--- src/design/atlf_pkg.sv ---
// ----------------------------------------------------------------------------
// atlf_pkg: shared types and constants of the at line framer
// character codes, tail patterns, status and action codes, write command
// ----------------------------------------------------------------------------
`default_nettype none

package atlf_pkg;

   // default bytes per bank
   localparam int BANK_BYTES_DEF = 64;

   // field widths fixed by the interface
   localparam int BYTE_W   = 8;
   localparam int INDEX_W  = 6;
   localparam int STATUS_W = 2;
   localparam int TAIL_W   = 56;
   localparam int OK_W     = 32;

   // result status codes
   localparam logic [STATUS_W-1:0] STATUS_NONE = 2'd0;
   localparam logic [STATUS_W-1:0] STATUS_CMD  = 2'd1;
   localparam logic [STATUS_W-1:0] STATUS_RESP = 2'd2;

   // action codes
   localparam logic ACT_FEED = 1'b0;
   localparam logic ACT_READ = 1'b1;

   // characters
   localparam logic [BYTE_W-1:0] CH_A    = 8'h41;
   localparam logic [BYTE_W-1:0] CH_PLUS = 8'h2B;
   localparam logic [BYTE_W-1:0] CH_O    = 8'h4F;
   localparam logic [BYTE_W-1:0] CH_E    = 8'h45;
   localparam logic [BYTE_W-1:0] CH_CR   = 8'h0D;
   localparam logic [BYTE_W-1:0] CH_LF   = 8'h0A;

   // closing tails, newest byte lowest
   localparam logic [OK_W-1:0]   TAIL_OK    = 32'h4F4B_0D0A;
   localparam logic [TAIL_W-1:0] TAIL_ERROR = 56'h45_5252_4F52_0D0A;

   // minimum stored bytes before a tail may close a response
   localparam int OK_MIN    = 4;
   localparam int ERROR_MIN = 7;

   // bank write command from the parser
   typedef struct packed {
      logic set;    // store a byte at wr_pos
      logic clr;    // terminator: entry at clr_pos reads zero
      logic bank;   // bank both act on
   } atlf_wr_type;

endpackage

`default_nettype wire

--- src/design/at_line_framer.sv ---
// ----------------------------------------------------------------------------
// at_line_framer: at command and response framer
// frames received bytes into two alternating banks and reads back
// the bank that last completed
// ----------------------------------------------------------------------------
//
//  channel  direction  carries
//  -------  ---------  ------------------------------------------------------
//  req_     in         one item: feed a received byte or read a bank byte
//  rsp_     out        one item per request: status, completed bank, byte
//
//  one item per cycle sustained while rsp_ takes items; each item passes the
//  memory stage (bank memory access, registered read), then the output register
//  the bank store sits in one ram with a valid bit per entry; reset clears
//  the valid bits at once, so no clearing pass is needed after reset
//  a terminator write clears the entry's valid bit, so it reads zero
//  a stalled rsp_ side holds the output register; req_tready drops only
//  when both the memory stage and the output register are full
//
`default_nettype none

module at_line_framer #(
   parameter int BANK_BYTES = atlf_pkg::BANK_BYTES_DEF
) (
   input  wire logic        clock,
   input  wire logic        reset,
   // request channel
   input  wire logic        req_tvalid,
   output logic             req_tready,
   input  wire logic [15:0] req_tdata,   // [7:0] byte_in, [13:8] read_index
   input  wire logic        req_tuser,   // [0] action
   // result channel
   output logic             rsp_tvalid,
   input  wire logic        rsp_tready,
   output logic [15:0]      rsp_tdata    // [1:0] status, [2] completed_bank,
                                         // [10:3] read_byte
);

   localparam int FILL_W = $clog2(BANK_BYTES);
   localparam int DEPTH  = 2 * BANK_BYTES;
   localparam int ADDR_W = $clog2(DEPTH);
   localparam int BW     = atlf_pkg::BYTE_W;
   localparam int SW     = atlf_pkg::STATUS_W;
   localparam int OUT_W  = SW + 1 + BW;

   // request fields
   logic                      action;
   logic [BW-1:0]             byte_in;
   logic [atlf_pkg::INDEX_W-1:0] read_index;

   assign action     = req_tuser;
   assign byte_in    = req_tdata[BW-1:0];
   assign read_index = req_tdata[BW+atlf_pkg::INDEX_W-1:BW];

   // handshake and pipeline control
   logic accept;
   logic feed_en;
   logic read_en;
   logic s1_move;

   // parser interface
   atlf_pkg::atlf_wr_type     wr;
   logic [FILL_W-1:0]         wr_pos;
   logic [FILL_W-1:0]         clr_pos;
   logic [SW-1:0]             status;
   logic                      done_bank;

   // memory side
   logic [ADDR_W-1:0]         wr_addr;
   logic [ADDR_W-1:0]         clr_addr;
   logic [ADDR_W-1:0]         rd_addr;
   logic [FILL_W-1:0]         rd_pos;
   logic                      rd_in_bank;
   logic [BW-1:0]             rd_data;
   logic [DEPTH-1:0]          valid_ff, valid_in;

   // memory stage
   logic                      s1_valid_ff;
   logic [SW-1:0]             s1_status_ff;
   logic                      s1_done_ff;
   logic                      s1_hit_ff, s1_hit_in;

   // output register
   logic                      out_valid_ff;
   logic [OUT_W-1:0]          out_data_ff;
   logic [BW-1:0]             read_byte;

   // the output register frees the memory stage, the memory stage frees the input
   assign s1_move    = !out_valid_ff || rsp_tready;
   assign req_tready = !s1_valid_ff || s1_move;
   assign accept     = req_tvalid && req_tready;
   assign feed_en    = accept && (action == atlf_pkg::ACT_FEED);
   assign read_en    = accept && (action == atlf_pkg::ACT_READ);

   atlf_parse #(
      .BANK_BYTES (BANK_BYTES)
   ) u_parse (
      .clock     (clock),
      .reset     (reset),
      .feed_en   (feed_en),
      .byte_in   (byte_in),
      .wr        (wr),
      .wr_pos    (wr_pos),
      .clr_pos   (clr_pos),
      .status    (status),
      .done_bank (done_bank)
   );

   // bank b occupies entries b*BANK_BYTES and up
   assign wr_addr  = wr.bank ? (ADDR_W'(BANK_BYTES) + ADDR_W'(wr_pos)) : ADDR_W'(wr_pos);
   assign clr_addr = wr.bank ? (ADDR_W'(BANK_BYTES) + ADDR_W'(clr_pos)) : ADDR_W'(clr_pos);

   // reads go to the last completed bank, out-of-bank indexes read zero
   assign rd_in_bank = (32'(read_index) < 32'(BANK_BYTES));
   assign rd_pos     = rd_in_bank ? FILL_W'(read_index) : '0;
   assign rd_addr    = done_bank ? (ADDR_W'(BANK_BYTES) + ADDR_W'(rd_pos)) : ADDR_W'(rd_pos);
   assign s1_hit_in  = read_en && rd_in_bank && valid_ff[rd_addr];

   atlf_ram #(
      .WIDTH (BW),
      .DEPTH (DEPTH)
   ) u_bank_ram (
      .clock   (clock),
      .wr_en   (feed_en && wr.set),
      .wr_addr (wr_addr),
      .wr_data (byte_in),
      .rd_en   (read_en),
      .rd_addr (rd_addr),
      .rd_data (rd_data)
   );

   // entry valid bits: unwritten or terminated entries read zero
   always_comb begin
      valid_in = valid_ff;
      if (feed_en) begin
         if (wr.clr) begin
            valid_in[clr_addr] = 1'b0;
         end
         if (wr.set) begin
            valid_in[wr_addr] = 1'b1;
         end
      end
   end

   always_ff @(posedge clock) begin
      if (reset) begin
         valid_ff <= '0;
      end else begin
         valid_ff <= valid_in;
      end
   end

   // memory stage, waits for the read data
   always_ff @(posedge clock) begin
      if (reset) begin
         s1_valid_ff <= 1'b0;
      end else if (req_tready) begin
         s1_valid_ff <= req_tvalid;
      end
   end

   always_ff @(posedge clock) begin
      if (accept) begin
         s1_status_ff <= status;
         s1_done_ff   <= done_bank;
         s1_hit_ff    <= s1_hit_in;
      end
   end

   // ram output holds while the memory stage waits, no new read is issued
   assign read_byte = s1_hit_ff ? rd_data : '0;

   always_ff @(posedge clock) begin
      if (reset) begin
         out_valid_ff <= 1'b0;
      end else if (s1_move) begin
         out_valid_ff <= s1_valid_ff;
      end
   end

   always_ff @(posedge clock) begin
      if (s1_move && s1_valid_ff) begin
         out_data_ff <= {read_byte, s1_done_ff, s1_status_ff};
      end
   end

   assign rsp_tvalid = out_valid_ff;
   assign rsp_tdata  = {(16 - OUT_W)'(0), out_data_ff};

endmodule

`default_nettype wire

--- src/design/atlf_ram.sv ---
// ----------------------------------------------------------------------------
// atlf_ram: generic single write, single read memory
// one write port, one read port with registered read data
// ----------------------------------------------------------------------------
`default_nettype none

module atlf_ram #(
   parameter int WIDTH = 8,
   parameter int DEPTH = 128
) (
   input  wire logic                     clock,
   input  wire logic                     wr_en,
   input  wire logic [$clog2(DEPTH)-1:0] wr_addr,
   input  wire logic [WIDTH-1:0]         wr_data,
   input  wire logic                     rd_en,
   input  wire logic [$clog2(DEPTH)-1:0] rd_addr,
   output logic      [WIDTH-1:0]         rd_data
);

   logic [WIDTH-1:0] mem_ff [DEPTH];

   always_ff @(posedge clock) begin
      if (wr_en) begin
         mem_ff[wr_addr] <= wr_data;
      end
      if (rd_en) begin
         rd_data <= mem_ff[rd_addr];
      end
   end

endmodule

`default_nettype wire

--- src/design/atlf_parse.sv ---
// ----------------------------------------------------------------------------
// atlf_parse: line framing state machine
// tracks bank, fill position and response tail, issues bank writes
// ----------------------------------------------------------------------------
`default_nettype none

module atlf_parse #(
   parameter int BANK_BYTES = atlf_pkg::BANK_BYTES_DEF
) (
   input  wire logic                              clock,
   input  wire logic                              reset,
   input  wire logic                              feed_en,
   input  wire logic [atlf_pkg::BYTE_W-1:0]       byte_in,
   output atlf_pkg::atlf_wr_type                  wr,
   output logic [$clog2(BANK_BYTES)-1:0]          wr_pos,
   output logic [$clog2(BANK_BYTES)-1:0]          clr_pos,
   output logic [atlf_pkg::STATUS_W-1:0]          status,
   output logic                                   done_bank
);

   localparam int FILL_W = $clog2(BANK_BYTES);
   localparam logic [FILL_W-1:0] FILL_LAST = FILL_W'(BANK_BYTES - 1);

   logic                         active_ff, active_in;
   logic                         done_ff, done_in;
   logic [FILL_W-1:0]            fill_ff, fill_in;
   logic                         waiting_ff, waiting_in;
   logic                         resp_ff, resp_in;
   logic [atlf_pkg::TAIL_W-1:0]  tail_ff, tail_in;
   logic                         is_start;
   logic                         is_eol;
   logic                         room;

   assign is_start = byte_in inside {atlf_pkg::CH_A, atlf_pkg::CH_PLUS,
                                     atlf_pkg::CH_O, atlf_pkg::CH_E};
   assign is_eol   = byte_in inside {atlf_pkg::CH_CR, atlf_pkg::CH_LF};
   assign room     = (fill_ff < FILL_LAST);

   always_comb begin
      active_in  = active_ff;
      done_in    = done_ff;
      fill_in    = fill_ff;
      waiting_in = waiting_ff;
      resp_in    = resp_ff;
      tail_in    = tail_ff;
      wr         = '0;
      wr_pos     = fill_ff;
      clr_pos    = fill_ff;
      status     = atlf_pkg::STATUS_NONE;
      if (feed_en) begin
         if (waiting_ff) begin
            // every byte while idle flips the bank
            active_in = ~active_ff;
            fill_in   = '0;
            if (is_start) begin
               wr.set     = 1'b1;
               wr_pos     = '0;
               fill_in    = FILL_W'(1);
               waiting_in = 1'b0;
               resp_in    = (byte_in != atlf_pkg::CH_A);
               tail_in    = atlf_pkg::TAIL_W'(byte_in);
            end
         end else if (resp_ff) begin
            if (room) begin
               wr.set  = 1'b1;
               fill_in = fill_ff + FILL_W'(1);
               tail_in = {tail_ff[atlf_pkg::TAIL_W-atlf_pkg::BYTE_W-1:0], byte_in};
            end
            if (((fill_in >= FILL_W'(atlf_pkg::OK_MIN)) &&
                 (tail_in[atlf_pkg::OK_W-1:0] == atlf_pkg::TAIL_OK)) ||
                ((fill_in >= FILL_W'(atlf_pkg::ERROR_MIN)) &&
                 (tail_in == atlf_pkg::TAIL_ERROR))) begin
               wr.clr     = 1'b1;
               clr_pos    = fill_in;
               fill_in    = '0;
               waiting_in = 1'b1;
               resp_in    = 1'b0;
               done_in    = active_ff;
               status     = atlf_pkg::STATUS_RESP;
            end
         end else if (is_eol) begin
            wr.clr     = 1'b1;
            fill_in    = '0;
            waiting_in = 1'b1;
            done_in    = active_ff;
            status     = atlf_pkg::STATUS_CMD;
         end else if (room) begin
            wr.set  = 1'b1;
            fill_in = fill_ff + FILL_W'(1);
         end else begin
            // command overflow, dropped silently
            fill_in    = '0;
            waiting_in = 1'b1;
         end
      end
      wr.bank   = active_in;
      done_bank = done_in;
   end

   always_ff @(posedge clock) begin
      if (reset) begin
         active_ff  <= 1'b0;
         done_ff    <= 1'b0;
         fill_ff    <= '0;
         waiting_ff <= 1'b1;
         resp_ff    <= 1'b0;
         tail_ff    <= '0;
      end else begin
         active_ff  <= active_in;
         done_ff    <= done_in;
         fill_ff    <= fill_in;
         waiting_ff <= waiting_in;
         resp_ff    <= resp_in;
         tail_ff    <= tail_in;
      end
   end

endmodule

`default_nettype wire

--- config.mk ---
export PLATFORM = sky130hd
export DESIGN_NAME = at_line_framer
export DESIGN_NICKNAME = d
export VERILOG_FILES = /design/src/design/atlf_pkg.sv /design/src/design/at_line_framer.sv /design/src/design/atlf_ram.sv /design/src/design/atlf_parse.sv
export SDC_FILE = /design/constraint.sdc
export NUM_CORES = 1
export LEC_CHECK = 0
export BUFFER_PORTS_ARGS = -buffer_cell sky130_fd_sc_hd__buf_2
export CORE_MARGIN = 2
export CORE_UTILIZATION = 55
export CTS_CLUSTER_SIZE = 14
export DETAILED_ROUTE_END_ITERATION = 8
export PLACE_DENSITY = 0.73
export SYNTH_ARGS = -nofsm -noshare
export SYNTH_HDL_FRONTEND = slang
export SYNTH_SLANG_ARGS = --single-unit
--- constraint.sdc ---
create_clock -name clock -period 3.1 [get_ports clock]
set_input_delay 0.465 -clock clock [delete_from_list [all_inputs] [get_ports clock]]
set_output_delay 0.465 -clock clock [all_outputs]
set_load 0.05 [all_outputs]
==> out/qor.yml <==
cells_and_area:
  final_util: 0.658
  final_area_mm2: 0.0594
  area_delta_synth_final_pct: 18.0
  nets: 3147
  layout-drive-gt1-share: 0.308
setup_path:
  crit_path_end_kind: "flip-flop"
  ff2ff_path_depth: 13
  crit_buf_inv: 3
  cp_cell_sequence: "ha_4 -> nand4_2 -> nor2_4 -> inv_2 -> ha_1 -> a21oi_1 -> o21ai_1 -> nand2_1 -> a21oi_2 -> buf_4 -> mux2i_2 -> buf_4 -> mux2_2"
  reg2reg_slack_ns: 0.08
  slowest_stage: "dfxtp_2"
  rr_endpoint: "u_bank_ram.rd_data[3]$_DFFE_PP_"
  path_class: "reg -> reg"
  critPathRequiredTime_ns: 3.54
  worst_path_most_repeated_cell: "buf_4"
  crit_fanout: 5
  startpoint_type: "flip-flop"
  crit_family: "multiplexers"
  cp.arrival_ns: 3.46
  reg2reg_from: "u_parse.fill_ff[0]$_SDFFE_PP0P_"
  cp_slowest_stage_delay_ns: 0.36
pwr:
  power_density_mw_per_mm2: 581
  ir_worst_vdd_mv: 0.419
  leakage_nw: 19.5
placed_design:
  place_congestion: 0.968
  place_hpwl_um: 84500
  place_area_mm2: 0.0552
  io_buffer_count: 31
cts:
  clkTransAtPathRegs_ns: 0.07
  cts_tree: "yes"
  clockRootBuffer: "clkbuf_16"
  clock_latency_ns: 0.70
  cts_buffers: 117
  cts_buffer_depth: 3
  h-tree-depth: 3
  cts_sinks: 1243
synth:
  yosys.area.top_type: "edfxtp_1"
  ys_seq_area_frac: 0.703
  ys_types: 74
  ys.flop_type: "edfxtp_1"
  async_flop_share: 0
  synth_area_mm2: 0.0503
  yosysWarnings: 0
  synth_cells: 2802
  synth_common_cells: "edfxtp_1 (1,047), mux4_2 (376), nor2_1 (283)"
  synth-seq-cells: 1243
  synthTopCellsByArea: "edfxtp_1 (62%), mux4_2 (17%), dfxtp_1 (7.8%)"
  synth.avg_cell_area_um2: 18.0
  synth_most_common_cell: "edfxtp_1"
  post-synth-top-area-fraction: 0.625
  synth_edf_count: 1047
sta:
  skew_ns: 0.0384
  period_minus_slack_ns: 3.02
  fmax_ghz: 0.331
  relSlewSlack: 0.337
  slew_viol_final: 0
  hold_viol: 0
  setup_viol: 0
  tightest_slew_ns: 0.994
  timing.final.crit_share: 0.973
global_routing:
  grt_pass1_vias: 28951
  overflow: 0
  grt_pass1_wl_um: 191000
  grt_max_degree: 92
  grt_use_total: 0.277
  antenna_found_initial: 6
min_path:
  hp-start: "reset"
  min_to: "valid_ff[9]$_SDFFE_PP0P_"
  hold_class: "in -> reg"
  holdPathStages: 2
floorplan:
  core_mm2: 0.0903
  rows: 110
  io-pin-count: 39
  initial_utilization: 0.557
  dieHeight_um: 306
  die_width_um: 306
  design.die.area_mm2: 0.0939
drt:
  num_vias: 28661
  routed_wl_um: 128000
  ant_nets: 0
  routed_via_density: 6.51
  drtIter0Drc: 3467
  dr.pass1.iters: 5
  wire_per_inst_um: 29.1
  drc: 0
run:
  max_cap_violations: 0
run_status:
  status: "complete, no violations"
[worst max path at each step]
| stage | startpoint | to | slack (ns) | cells past startpoint |
|---|---|---|---|---|
| detailed placement | req_tdata[2] | valid_ff[98]$_SDFFE_PP0P_ | -0.19 | 11 |
| global placement | req_tdata[2] | valid_ff[98]$_SDFFE_PP0P_ | -0.16 | 11 |
| floorplan | req_tdata[8] | u_bank_ram.rd_data[7]$_DFFE_PP_ | 0.0003 | 6 |
| CTS | u_parse.fill_ff[0]$_SDFFE_PP0P_ | valid_ff[124]$_SDFFE_PP0P_ | 0.003 | 14 |
| finish | u_parse.fill_ff[0]$_SDFFE_PP0P_ | u_bank_ram.rd_data[3]$_DFFE_PP_ | 0.08 | 13 |
| global route | u_parse.fill_ff[0]$_SDFFE_PP0P_ | valid_ff[98]$_SDFFE_PP0P_ | -0.02 | 12 |
[kinds of logic (layout without fill, tap and decap cells)]
family | Yosys count | after routing | synth area share
adder cells (fa/ha/maj) | 2 | 2 | 0.000497
buffers and inverters | 268 | 686 | 0.0216
flip-flops | 1243 | 1243 | 0.703
multiplexers | 403 | 403 | 0.174
other | 1 | 6 | 0.0000745
AND/OR/NAND/NOR | 578 | 578 | 0.0530
AO/OA/AOI/OAI | 302 | 302 | 0.0473
XOR/XNOR | 5 | 5 | 0.000870
[placed cells by master (no fill, tap or decap), types with 28 or more instances in the layout]
master | netlist | final
buf_12 | 0 | 115
clkbuf_16 | 0 | 121
nand3_1 | 28 | 28
a2bb2oi_1 | 49 | 49
inv_1 | 89 | 82
a311oi_1 | 76 | 76
buf_4 | 5 | 236
nand2_1 | 120 | 120
edfxtp_1 | 1047 | 1047
mux4_2 | 376 | 376
dfxtp_1 | 196 | 192
a211oi_1 | 30 | 29
a22oi_1 | 48 | 48
nor3_1 | 42 | 42
nor2_1 | 283 | 278
[layout make-up]
class,count,area [µm²]
antenna,1,2.50
tap,1176,1470
clock buffer,149,3220
fill,5815,30900
clock inverter,70,743
inverter,94,379
timing repair buffer,373,4220
multi-input combinational,1295,14000
sequential,1243,35400
[layer usage]
layer	vias up	part of all wire	GRT usage
met2	1554	0.48	0.443
li1	12017	-	-
met1	14863	0.40	0.395
met3	221	0.088	0.0496
met4	6	0.029	0.0853
met5	-	0.00031	0
[registers in the layout, summed over array words and instances, names as in the netlist]
register            flops
u_parse.active_ff       1
u_parse.fill_ff         6
u_parse.resp_ff         1
u_parse.tail_ff        56
u_parse.waiting_ff      1
s1_done_ff              1
s1_hit_ff               1
s1_status_ff            2
u_bank_ram.mem_ff    1024
u_parse.done_ff         1
s1_valid_ff             1
rsp_tvalid              1
out_data_ff            11
u_bank_ram.rd_data      8
valid_ff              128
[metrics by stage]
step / worst slack [ns] / TNS, ns / std cells / hold slack (ns) / total power [mW]
2_1_floorplan: 0.000253 / 0 / 2806 / 0.400 / 19.4
3_3_place_gp: -0.155 / -6.06 / 4174 / 0.478 / 20.1
3_5_place_dp: -0.186 / -7.04 / 4174 / 0.486 / 20.1
4_1_cts: 0.00340 / 0 / 4393 / 0.0177 / 34.7
5_1_grt: -0.0165 / -0.0217 / 4400 / 0.0503 / 35.4
6_report: 0.0824 / 0 / 4401 / 0.0692 / 34.5
[what timing repair did]
item,in CTS,in global routing
resized for setup,6,24
endpoints found under the setup margin,22,317
pin swaps,0,4
setup buffers,0,6
gates cloned,0,1
hold buffers,0,0
[power breakdown]
group	internal, mW	total (mW)	leakage [nW]	switching (mW)
Sequential	18.1	18.1	11.0	0.0187
Combinational	0.700	1.67	6.56	0.971
Clock	8.64	14.7	1.94	6.06
(Power assumes the default switching activity.)
